## src/hdl/vn_pkg.sv

```systemverilog
// Shared constants and types for the 3D vector normalizer.
package vn_pkg;

  localparam int COMP_WIDTH = 16;
  localparam int MAG_W      = COMP_WIDTH;
  localparam int SQ_W       = 2 * COMP_WIDTH + 2;   // sum of three squares
  localparam int FRAC_W     = 28;                   // radicand scale 2^28
  localparam int RAD_W      = SQ_W + FRAC_W;
  localparam int ROOT_W     = RAD_W / 2;
  localparam int REM_W      = ROOT_W + 2;
  localparam int QUO_W      = 15;                   // quotient never exceeds 16385
  localparam int PRE_W      = FRAC_W - QUO_W;
  localparam int OUT_W      = 16;
  localparam int UNIT_ONE   = 16384;
  localparam int NUM_LANES  = 3;

  typedef struct packed {
    logic [NUM_LANES-1:0][MAG_W-1:0] mag;
    logic [NUM_LANES-1:0]            neg;
    logic                            zero;
  } sqrt_side_t;

  typedef struct packed {
    logic [ROOT_W-1:0] rem;
    logic [QUO_W-1:0]  lq;    // low dividend bits out, quotient bits in
  } div_lane_t;

  typedef struct packed {
    logic [NUM_LANES-1:0] neg;
    logic                 zero;
    logic [ROOT_W-1:0]    len;
  } div_side_t;

endpackage

```

## src/hdl/vn_div_step.sv

```systemverilog
// One restoring-division step for all three components against the length.
module vn_div_step
  import vn_pkg::*;
(
  input  logic                           clk_i,
  input  logic                           rst_ni,
  input  logic                           en_i,
  input  logic                           valid_i,
  input  div_lane_t [NUM_LANES-1:0]      lane_i,
  input  div_side_t                      side_i,
  output logic                           valid_o,
  output div_lane_t [NUM_LANES-1:0]      lane_o,
  output div_side_t                      side_o
);

  logic                      valid_q;
  div_lane_t [NUM_LANES-1:0] lane_q, lane_d;
  div_side_t                 side_q;
  logic [ROOT_W:0]           rsh [NUM_LANES];
  logic [NUM_LANES-1:0]      ge;

  always_comb begin
    for (int i = 0; i < NUM_LANES; i++) begin
      rsh[i] = {lane_i[i].rem, lane_i[i].lq[QUO_W-1]};
      ge[i]  = (rsh[i] >= {1'b0, side_i.len});
      lane_d[i].rem = ge[i] ? ROOT_W'(rsh[i] - {1'b0, side_i.len}) : rsh[i][ROOT_W-1:0];
      lane_d[i].lq  = {lane_i[i].lq[QUO_W-2:0], ge[i]};
    end
  end

  always_ff @(posedge clk_i or negedge rst_ni) begin
    if (!rst_ni) begin
      valid_q <= 1'b0;
    end else if (en_i) begin
      valid_q <= valid_i;
    end
  end

  always_ff @(posedge clk_i) begin
    if (en_i) begin
      lane_q <= lane_d;
      side_q <= side_i;
    end
  end

  assign valid_o = valid_q;
  assign lane_o  = lane_q;
  assign side_o  = side_q;

endmodule

```

## config.mk

```make
export PLATFORM = sky130hd
export DESIGN_NAME = vn_div_step
export DESIGN_NICKNAME = d
export VERILOG_FILES = /design/src/hdl/vn_pkg.sv /design/src/hdl/vn_div_step.sv
export SDC_FILE = /design/constraint.sdc
export NUM_CORES = 1
export LEC_CHECK = 0
export BUFFER_PORTS_ARGS = -buffer_cell sky130_fd_sc_hd__clkbuf_2
export CAP_MARGIN = 10
export CORE_MARGIN = 8
export CORE_UTILIZATION = 30
export CTS_CLUSTER_SIZE = 25
export DETAILED_ROUTE_END_ITERATION = 8
export PLACE_DENSITY_LB_ADDON = 0.3
export SYNTH_ARGS = -nofsm -noshare
export SYNTH_HDL_FRONTEND = slang
export SYNTH_SLANG_ARGS = --single-unit
export TNS_END_PERCENT = 100
```

## constraint.sdc

```tcl
create_clock -name clk_i -period 1.1 [get_ports clk_i]
set_clock_uncertainty 0.2 [all_clocks]
set_input_delay 0.22 -clock clk_i [delete_from_list [all_inputs] [get_ports clk_i]]
set_output_delay 0.22 -clock clk_i [all_outputs]
set_load 0.01 [all_outputs]
```

# Word level (Yosys, flattened, before mapping)
# Index checks and enable logic that the tools add are counted.
# Widths: inputs -> output; s select.
# word_totals
output_inout_bits	174
inputBits	177
elab_cells	19
ff_bits	174
# op_classes
add_sub_neg	3
magnitude_cmp	3
n_mux	3
# op_table
op	count
$ge 32x31->1	3
$mux 31	3
$sub 31x31->31	3

# Longest topological paths before layout
# depth
depth_word	2
mapped_depth	14

# Worst setup path before layout
# OpenSTA, ideal clock, no wires.
# synth_timing
kind	input port to flip-flop
startpoint	input lane_i[14] in the netlist's numbering
endpoint	register lane_q, in the netlist lane_o[21] (data pin)
t_required_ns	0.640
cell_stages	13
arrival_ns	2.526
setup_slack_ns	-1.886
setup_time_ns	0.260
cell_sequence	inv_1 -> ha_1 -> fa_1 -> nor2b_1 -> o31ai_2 -> a2111o_1 -> nand2_1 -> a21oi_1 -> o21bai_1 -> a41o_1 -> buf_2 -> buf_4 -> mux2_2
# synth_lines
element	line	text
from (decl)	vn_div_step.sv:9	input div_lane_t [NUM_LANES-1:0] lane_i,
to (signal assigned)	vn_div_step.sv:41	lane_q <= lane_d;
to (decl)	vn_div_step.sv:17	div_lane_t [NUM_LANES-1:0] lane_q, lane_d;

==> run summary <==
Status: finished, violations left
Failing checks: negative hold slack, negative setup slack
Setup TNS Final: -189.06 ns
Most used routing layer: met2
Normalized max-slew margin: 69.8%
Routability cong.: 0.849
Starting Density: 30.5%
Final Core Density: 55.5%
Reg clk slew, reported paths: 0.07 ns
Register area share after synthesis: 46.7%
Synthesized area: 11,200 um^2
Period utilization: 240%
Hold Crit Depth: 2
WHS Endpoint: lane_o[40]$_DFFE_PP_
CTS tree: built
Reg2reg path depth: 1
Top post-synthesis cells by count: edfxtp_1, nand2_1, ha_1, o21ai_0, a21oi_1
Area Growth Syn to Fin: 82.0%
Hold WS: -0.0969 ns
RR Endpoint: valid_o$_DFFE_PN0P_
Reg-to-reg slack, setup: 0.16 ns
Leakage: 9.33 nW
Hold Violations, Final: 13
I/O pins: 351
Max IR drop VDD: 0.00116 V
Final Setup Violations: 272
Die span in x: 209 um
Most used flip-flop cell after synthesis: edfxtp_1
Syn Nets: 1,339
RSZ-0062 raised after global routing: true
DR DRC count: 0
Wire length of the first global-routing pass: 70.0 mm
Grt met3 use: 5.28%
Initial antenna violation count: 9
# H-tree levels: 4
Area contributors post-synth: edfxtp_1, ha_1, o21ai_0
Reg-to-Reg Start: valid_o$_DFFE_PN0P_
Via density per instance: 4.88
Critical path required time: 1.10 ns
CP endpoint kind: flop
Worst Path Class, Setup: input pin to flop
Max cap viols: 0
FFs w/ async S/R, synth: 0.575%
Minimum clock period after layout: 2.64 ns
Vias in the first global route: 12,500
Total global-route track usage: 20.6%
Clock sink total: 174
DP HPWL: 35.0 mm
HP Start: lane_i[39]
Yosys top cell area share: 46.5%
Via count: 11,900
Clock Tree Buf Depth: 2
NumNets Final: 2,232
Type of the most critical hold path: input pin to flop
Die ar.: 43,700 um^2
Power per cell area: 1180 nW/um^2
Number of distinct library cells after synthesis: 76
Critical path peak fanout: 8
Row count: 70
Max frequency: 0.379 GHz
Syn avg cell area: 10.5 um^2
Worst Slack Setup Final: -1.54 ns
Core box area: 36,700 um^2
Worst skew pair latency: 0.45 ns
CTS root buffer: clkbuf_16
Cell count after synthesis: 1,066
First DRT Iteration DRCs: 635
Die span in y: 209 um
Slew Limit Fails: 0
Top cell type by total area after synthesis: edfxtp_1
CTS buffer count: 17
CP arrival: 2.64 ns
M1 GR Usage: 23.8%
Layout cells sized above 1: 52.6%
GRT overflow: 0
WL/cell: 19.4 um
DRT Pass-1 Iters: 4
Slew at the pin with the worst max-slew slack: 0.449 ns
M2 GR Usage: 36.7%
Post-synth EDFFs: 173
Pre-CTS setup slack: -2.16 ns
Drt total wl: 47.4 mm
Top-count cell post-synth: edfxtp_1
Number of port buffers: 350
ANT nets after route: 0
Largest net degree at the start of global routing: 39
Yosys warns: 0
#FFs+latches synth: 174
Crit path launch type: input pin
per-stage QoR:
stage                     cells  power (mW)  cell area, um^2  hold slack (ns)
after global placement     2203        16.1            16400           -0.204
after detailed placement   2203        16.3            16400           -0.204
final                      2440        24.1            20400          -0.0969
after global routing       2439        25.3            20400           -0.114
after CTS                  2435        23.6            19700           -0.125
after floorplan            1066        12.5            11600           -0.276
how the worst max path moves through the flow:
stage                           from  cells past startpoint                    end
after CTS                 lane_i[14]                     14   lane_o[40]$_DFFE_PP_
after floorplan           lane_i[14]                     13   lane_o[21]$_DFFE_PP_
after detailed placement  side_i[10]                     13  lane_o[136]$_DFFE_PP_
final                      side_i[0]                     13  lane_o[111]$_DFFE_PP_
after global placement    side_i[10]                     13  lane_o[134]$_DFFE_PP_
after global routing      lane_i[14]                     13   lane_o[33]$_DFFE_PP_
report_power, final:
part,switching (mW),internal (mW)
registers,0.266,8.33
logic,4.58,4.94
clock network,2.83,3.14
total,7.67,16.4
worst max-delay path, stage by stage:
cell and delay, ns:
buf_8 0.09, buf_6 0.11, ha_4 0.14, fa_2 0.22
nor2b_4 0.05, o31a_4 0.28, o31a_4 0.37, o21ai_4 0.19
o31ai_4 0.10, o21ai_2 0.18, and2_4 0.30, inv_8 0.08
mux2_4 0.30
cell usage in the layout (no fill, tap or decap), types with 30 or more instances in the layout:
master,netlist,layout
dlygate4sd3_1,0,145
inv_1,56,35
nand2_1,103,67
ha_1,93,64
a21oi_1,90,71
o21ai_0,93,33
edfxtp_1,173,173
buf_6,1,30
o21ai_2,1,46
clkbuf_2,2,321
a21o_1,49,48
nor2_1,56,53
xor2_1,41,40
buf_4,2,362
xnor2_1,38,37
metal layers:
| layer | vias to the layer above | wire length [um] | share of wire [%] |
|---|---|---|---|
| li1 | 5779 | - | - |
| met5 | - | 108 | 0.23 |
| met3 | 82 | 2700 | 5.7 |
| met4 | 16 | 1320 | 2.8 |
| met1 | 5680 | 19400 | 41 |
| met2 | 356 | 23800 | 50 |
area by class of cell:
| class | instances | area [um^2] |
|---|---|---|
| repair buffers | 908 | 6920 |
| clock inverters | 14 | 133 |
| well taps | 468 | 586 |
| fillers | 3136 | 16300 |
| clock buffers | 17 | 425 |
| multi-input cells | 801 | 6780 |
| flip-flops and latches | 174 | 5220 |
| diodes | 1 | 2.50 |
| inverters | 57 | 293 |
flip-flops by register name, indices dropped and copies added (netlist names):
name     flops
side_o      35
valid_o      1
lane_o     138
kinds of logic after synthesis:
| family | Yosys count | synth area share (%) |
|---|---|---|
| AOI/OAI and AO/OA | 336 | 19.3 |
| and+or+nand+nor | 272 | 11.6 |
| DFF | 174 | 46.7 |
| adders and majority gates | 96 | 10.9 |
| buffers and inverters | 91 | 3.37 |
| xor gates and xnor gates | 79 | 6.19 |
| muxes | 18 | 1.90 |
timing repair:
action                                  in CTS  in global routing
hold endpoints to repair                   164                 20
hold buffers                               144                  2
gates resized for setup                    137                197
endpoints found under the setup margin     270                271
pin swaps                                   39                 72
cloned                                      15                  4
setup buffers                               43                  9
No activity file was read; power rests on OpenSTA's default activity.
