==> src/hdl/vn_pkg.sv <==
// Shared constants and types for the 3D vector normalizer.
package vn_pkg;

  localparam int COMP_WIDTH = 16;
  localparam int MAG_W      = COMP_WIDTH;
  localparam int SQ_W       = 2 * COMP_WIDTH + 2;   // sum of three squares
  localparam int FRAC_W     = 28;                   // radicand scale 2^28
  localparam int RAD_W      = SQ_W + FRAC_W;
  localparam int ROOT_W     = RAD_W / 2;
  localparam int REM_W      = ROOT_W + 2;
  localparam int QUO_W      = 15;                   // quotient never exceeds 16385
  localparam int PRE_W      = FRAC_W - QUO_W;
  localparam int OUT_W      = 16;
  localparam int UNIT_ONE   = 16384;
  localparam int NUM_LANES  = 3;

  typedef struct packed {
    logic [NUM_LANES-1:0][MAG_W-1:0] mag;
    logic [NUM_LANES-1:0]            neg;
    logic                            zero;
  } sqrt_side_t;

  typedef struct packed {
    logic [ROOT_W-1:0] rem;
    logic [QUO_W-1:0]  lq;    // low dividend bits out, quotient bits in
  } div_lane_t;

  typedef struct packed {
    logic [NUM_LANES-1:0] neg;
    logic                 zero;
    logic [ROOT_W-1:0]    len;
  } div_side_t;

endpackage

==> src/hdl/vn_sqrt_step.sv <==
// One stage of the digit-by-digit integer square root.
module vn_sqrt_step
  import vn_pkg::*;
(
  input  logic              clk_i,
  input  logic              rst_ni,
  input  logic              en_i,
  input  logic              valid_i,
  input  logic [RAD_W-1:0]  rad_i,
  input  logic [REM_W-1:0]  rem_i,
  input  logic [ROOT_W-1:0] root_i,
  input  sqrt_side_t        side_i,
  output logic              valid_o,
  output logic [RAD_W-1:0]  rad_o,
  output logic [REM_W-1:0]  rem_o,
  output logic [ROOT_W-1:0] root_o,
  output sqrt_side_t        side_o
);

  logic              valid_q;
  logic [RAD_W-1:0]  rad_q, rad_d;
  logic [REM_W-1:0]  rem_q, rem_d, rem_sh, trial;
  logic [ROOT_W-1:0] root_q, root_d;
  sqrt_side_t        side_q;
  logic              take;

  always_comb begin
    rem_sh = {rem_i[REM_W-3:0], rad_i[RAD_W-1:RAD_W-2]};
    trial  = {root_i, 2'b01};
    take   = (rem_sh >= trial);
    rem_d  = take ? (rem_sh - trial) : rem_sh;
    root_d = {root_i[ROOT_W-2:0], take};
    rad_d  = {rad_i[RAD_W-3:0], 2'b00};
  end

  always_ff @(posedge clk_i or negedge rst_ni) begin
    if (!rst_ni) begin
      valid_q <= 1'b0;
    end else if (en_i) begin
      valid_q <= valid_i;
    end
  end

  always_ff @(posedge clk_i) begin
    if (en_i) begin
      rad_q  <= rad_d;
      rem_q  <= rem_d;
      root_q <= root_d;
      side_q <= side_i;
    end
  end

  assign valid_o = valid_q;
  assign rad_o   = rad_q;
  assign rem_o   = rem_q;
  assign root_o  = root_q;
  assign side_o  = side_q;

endmodule

==> config.mk <==
export PLATFORM = sky130hd
export DESIGN_NAME = vn_sqrt_step
export DESIGN_NICKNAME = d
export VERILOG_FILES = /design/src/hdl/vn_pkg.sv /design/src/hdl/vn_sqrt_step.sv
export SDC_FILE = /design/constraint.sdc
export NUM_CORES = 1
export LEC_CHECK = 0
export ABC_AREA = 1
export BUFFER_PORTS_ARGS = -buffer_cell sky130_fd_sc_hd__buf_2
export CAP_MARGIN = 30
export CORE_UTILIZATION = 30
export DETAILED_ROUTE_END_ITERATION = 12
export PLACE_DENSITY = 0.56
export SKIP_CTS_REPAIR_TIMING = 1
export SLEW_MARGIN = 15
export SYNTH_ARGS = -nofsm -noshare
export SYNTH_HDL_FRONTEND = slang
export SYNTH_SLANG_ARGS = --single-unit
==> constraint.sdc <==
create_clock -name clk_i -period 1.75 [get_ports clk_i]
set_input_delay 0.0875 -clock clk_i [delete_from_list [all_inputs] [get_ports clk_i]]
set_output_delay 0.0875 -clock clk_i [all_outputs]
set_load 0.01 [all_outputs]
# == Word level (Yosys, flattened, before mapping) ==
# Cells that the tools add are included.
# op_classes
n_addsub,1
n_lt_le_gt_ge,1
muxes,1
# ops
op,count
$ge 33x33->1,1
$mux 33,1
$sub 33x33->33,1
# word_totals
regBits,177
input_bits,182
out_inout_bits,179
elab_cells,12

# == Logic depth before layout (Yosys ltp) ==
# depth
word_depth,2
ltp_mapped,15
ltp_nobuf,14

# == Least setup slack after synthesis ==
# Ideal clock, no wire load.
# synth_timing
path_kind,input port to flip-flop
startpoint,in root_i[26]
endpoint,"reg rem_q[26] (netlist: rem_o[26]), data pin"
setup_time_ps,252
arrival_ps,1410
t_required_ps,1498
setup_slack_ps,88
cell_stages,13
path_buffers,1
cell_sequence,inv_1 -> ha_1 -> nand2_1 -> nor2_1 -> nand2_1 -> nor2_2 -> nand2_1 -> nand3_2 -> nor2_4 -> nand2_8 -> buf_12 -> nand3_2 -> nand2_1
# synth_between
elab_chain_len,2
# synth_lines
element,line_no,source
from (decl),vn_sqrt_step.sv:11,"input logic [ROOT_W-1:0] root_i,"
$ge 33x33->1,vn_sqrt_step.sv:30,take = (rem_sh >= trial);
$mux 33,vn_sqrt_step.sv:31,rem_d = take ? (rem_sh - trial) : rem_sh;
via rem_d[26],vn_sqrt_step.sv:22,"logic [REM_W-1:0] rem_q, rem_d, rem_sh, trial;"
to (signal assigned),vn_sqrt_step.sv:47,rem_q <= rem_d;
to (decl),vn_sqrt_step.sv:22,
# The timed path passes the listed nets, and every way through them passes these cells.
# A chain may end at the register's enable or synchronous reset.

# == Final worst setup path ==
# layout_timing
startpoint,in root_i[16]
endpoint,"reg rem_q[15] (netlist: rem_o[15]), data pin"
# The elaborated chain is that of the path after synthesis.

==> reports/qor.csv <==
metric,value,unit
DRT Pass-1 Iters,4,
largest net degree at the start of global routing,34,
count of cell types in the netlist,33,
"area leader, netlist",edfxtp_1,
WP buf/inv,3,
HP Class,primary input to flop,
outcome,"finished, violations left",
layout cells sized above 1,35.4,%
CTS max path bufs,2,
CP startpoint kind,primary input,
Main synth FF type,edfxtp_1,
Crit path required time,1.94,ns
final instance area,14000,um2
Tmin final,1.56,ns
hpwl dp,20900,um
Crit path largest cell delay,0.37,ns
Placed Area,11800,um2
vias in the first global route,7134,
share of the synthesized area in the top cell type,60.9,%
total CTS buffers,17,
Core Area,28100,um2
worst vdd ir,0.502,mV
# rows,61,
syn_area_per_cell,9.97,um2
first-pass GRT wire length,38200,um
port buffer count,356,
Boundary Pins,361,
ys async rst share,0.565,%
Die H,172,um
Ys Warns,0,
Leakage,6.95,nW
"most used cell, CP",nand2_1,
Crit path arrival time,1.74,ns
via count,7930,
CTS Root Cell,clkbuf_16,
Tcrit/Tclk final,88.9,%
Sink Count,177,
clock slew at reported path FFs,0.07,ns
failing checks,negative hold slack,
TritonCTS clock tree,built,
Placer Congestion,0.850,
worst path cell trace,"buf_2, inv_1, ha_1, nand2_1, nor2_1, nand2_1, nor2_2, nand2_1, nand3_2, nor2_4, buf_4, nand3_1, nand2_1",
sequential area share after synthesis,61.2,%
WL/cell,14.8,um
Critical-path top delay cell,ha_1,
number of synthesized flops with an enable pin,176,
area of the die,29600,um2
PD cells,835,nW/um2
worst-skew pair later-pin latency,0.43,ns
Crit Path Class,primary input to flop,
Post-Route WL,28000,um
"Slew Viols, Final",0,
Worst Clk Skew,0,ns
DRC Markers,0,
Routed Antenna Nets,0,
setup ws final,0.195,ns
max-cap violations,0,
"Area growth, synth to finish",60.9,%
synthesized area,8680,um2
drt via density,4.18,
DR iter-0 viols,351,
fillers,2628,
post-layout net count,1718,
CP top delay family,simple AND/OR/NAND/NOR gates,
Fin. Hold Viols,8,
Hold WS,-0.0287,ns
most area-consuming cells after synthesis,"edfxtp_1, nand2_1, inv_1",
Die Wd,172,um
cells after synthesis,870,
CP Max Fanout,19,
H-tree Lvls,4,
"FF+latch count, synth",177,
fmax,643,MHz
crit end category,flop,
RSZ-0062 raised after global routing,false,
GRT Total Usage,17.3,%
Tot Pwr,11.7,mW
initial antenna violation count,3,
"worst slack, placed",-0.263,ns
Initial Utilization,30.9,%
Post-synth top cells,"nand2_1, edfxtp_1, inv_1",
total gr overflow,0,
most numerous cell in the Yosys netlist,nand2_1,
Final setup viols,0,
[path summary, 6_finish.rpt]
kind | from | to | slack (ns) | cells past startpoint
max in group asynchronous | rst_ni | valid_o$_DFFE_PN0P_ | 1.17 | 3
hold / removal | rem_i[5] | rem_o[7]$_DFFE_PP_ | -0.03 | 3
setup reg to reg | valid_o$_DFFE_PN0P_ | valid_o$_DFFE_PN0P_ | 1.00 | 1
hold reg to reg | valid_o$_DFFE_PN0P_ | valid_o$_DFFE_PN0P_ | 0.53 | 1
setup / recovery | root_i[16] | rem_o[15]$_DFFE_PP_ | 0.19 | 13
min in group asynchronous | rst_ni | valid_o$_DFFE_PN0P_ | 0.47 | 3
[flip-flops by register name, summed over array words and instances (netlist names)]
register	flops
valid_o	1
rad_o	60
root_o	31
rem_o	33
side_o	52
[power by group]
part,total (mW),switching [mW],internal (mW)
clock network,3.77,1.84,1.93
logic,2.68,1.42,1.26
registers,5.20,0.0927,5.11
total,11.7,3.36,8.29
[layer usage]
metal | up-vias | global-route usage, % | part of all wire (%)
met4 | 0 | 5.58 | 1.8
met3 | 30 | 4.53 | 6.2
met5 | - | 0 | 0
met2 | 236 | 30.9 | 51
li1 | 4065 | - | -
met1 | 3599 | 19.9 | 41
[tightest hold or removal path: stages]
cell and delay [ns]:
buf_2 0.09, nand3_1 0.07, nand2_1 0.06
[logic make-up after synthesis]
kind of cell	Yosys count	share of synthesized area [%]
XOR/XNOR	14	1.41
AND/OR/NAND/NOR	446	23.0
AO/OA/AOI/OAI	20	1.20
buffers and inverters	178	8.31
multiplexers	1	0.130
other	1	0.0432
adder cells (fa/ha/maj)	33	4.76
flip-flops	177	61.2
[area by class of cell]
class	count	area, um2	share of cell area (%)
antenna	3	7.51	0.0538
inverter	167	627	4.49
timing repair buffer	624	4310	30.9
multi-input combinational	516	2650	19.0
clock inverter	14	155	1.11
tap	378	473	3.39
sequential	177	5310	38.0
clock buffer	18	429	3.07
[cell usage in the layout (no fill, tap or decap), types with 6 or more instances in the layout]
cell type | Yosys | routed
inv_1 | 165 | 165
a21oi_1 | 18 | 18
nand3_2 | 16 | 16
nand2_2 | 7 | 7
clkbuf_16 | 0 | 17
buf_12 | 1 | 9
nand3_1 | 55 | 55
edfxtp_1 | 176 | 176
nand3b_1 | 10 | 10
dlygate4sd3_1 | 0 | 159
ha_1 | 33 | 33
nand2_1 | 296 | 296
nor2_2 | 5 | 6
buf_4 | 3 | 100
nor3_1 | 7 | 7
xor2_1 | 13 | 13
buf_2 | 5 | 355
nor2_1 | 36 | 35
[through the flow]
stage,std cells,setup TNS [ns],util [%]
6_report,1897,0,49.7
3_5_place_dp,1703,-7.68,41.9
2_1_floorplan,871,0,-
3_3_place_gp,1703,-7.82,41.9
4_1_cts,1735,0,44.0
5_1_grt,1894,0,49.7
(Power assumes the default switching activity.)
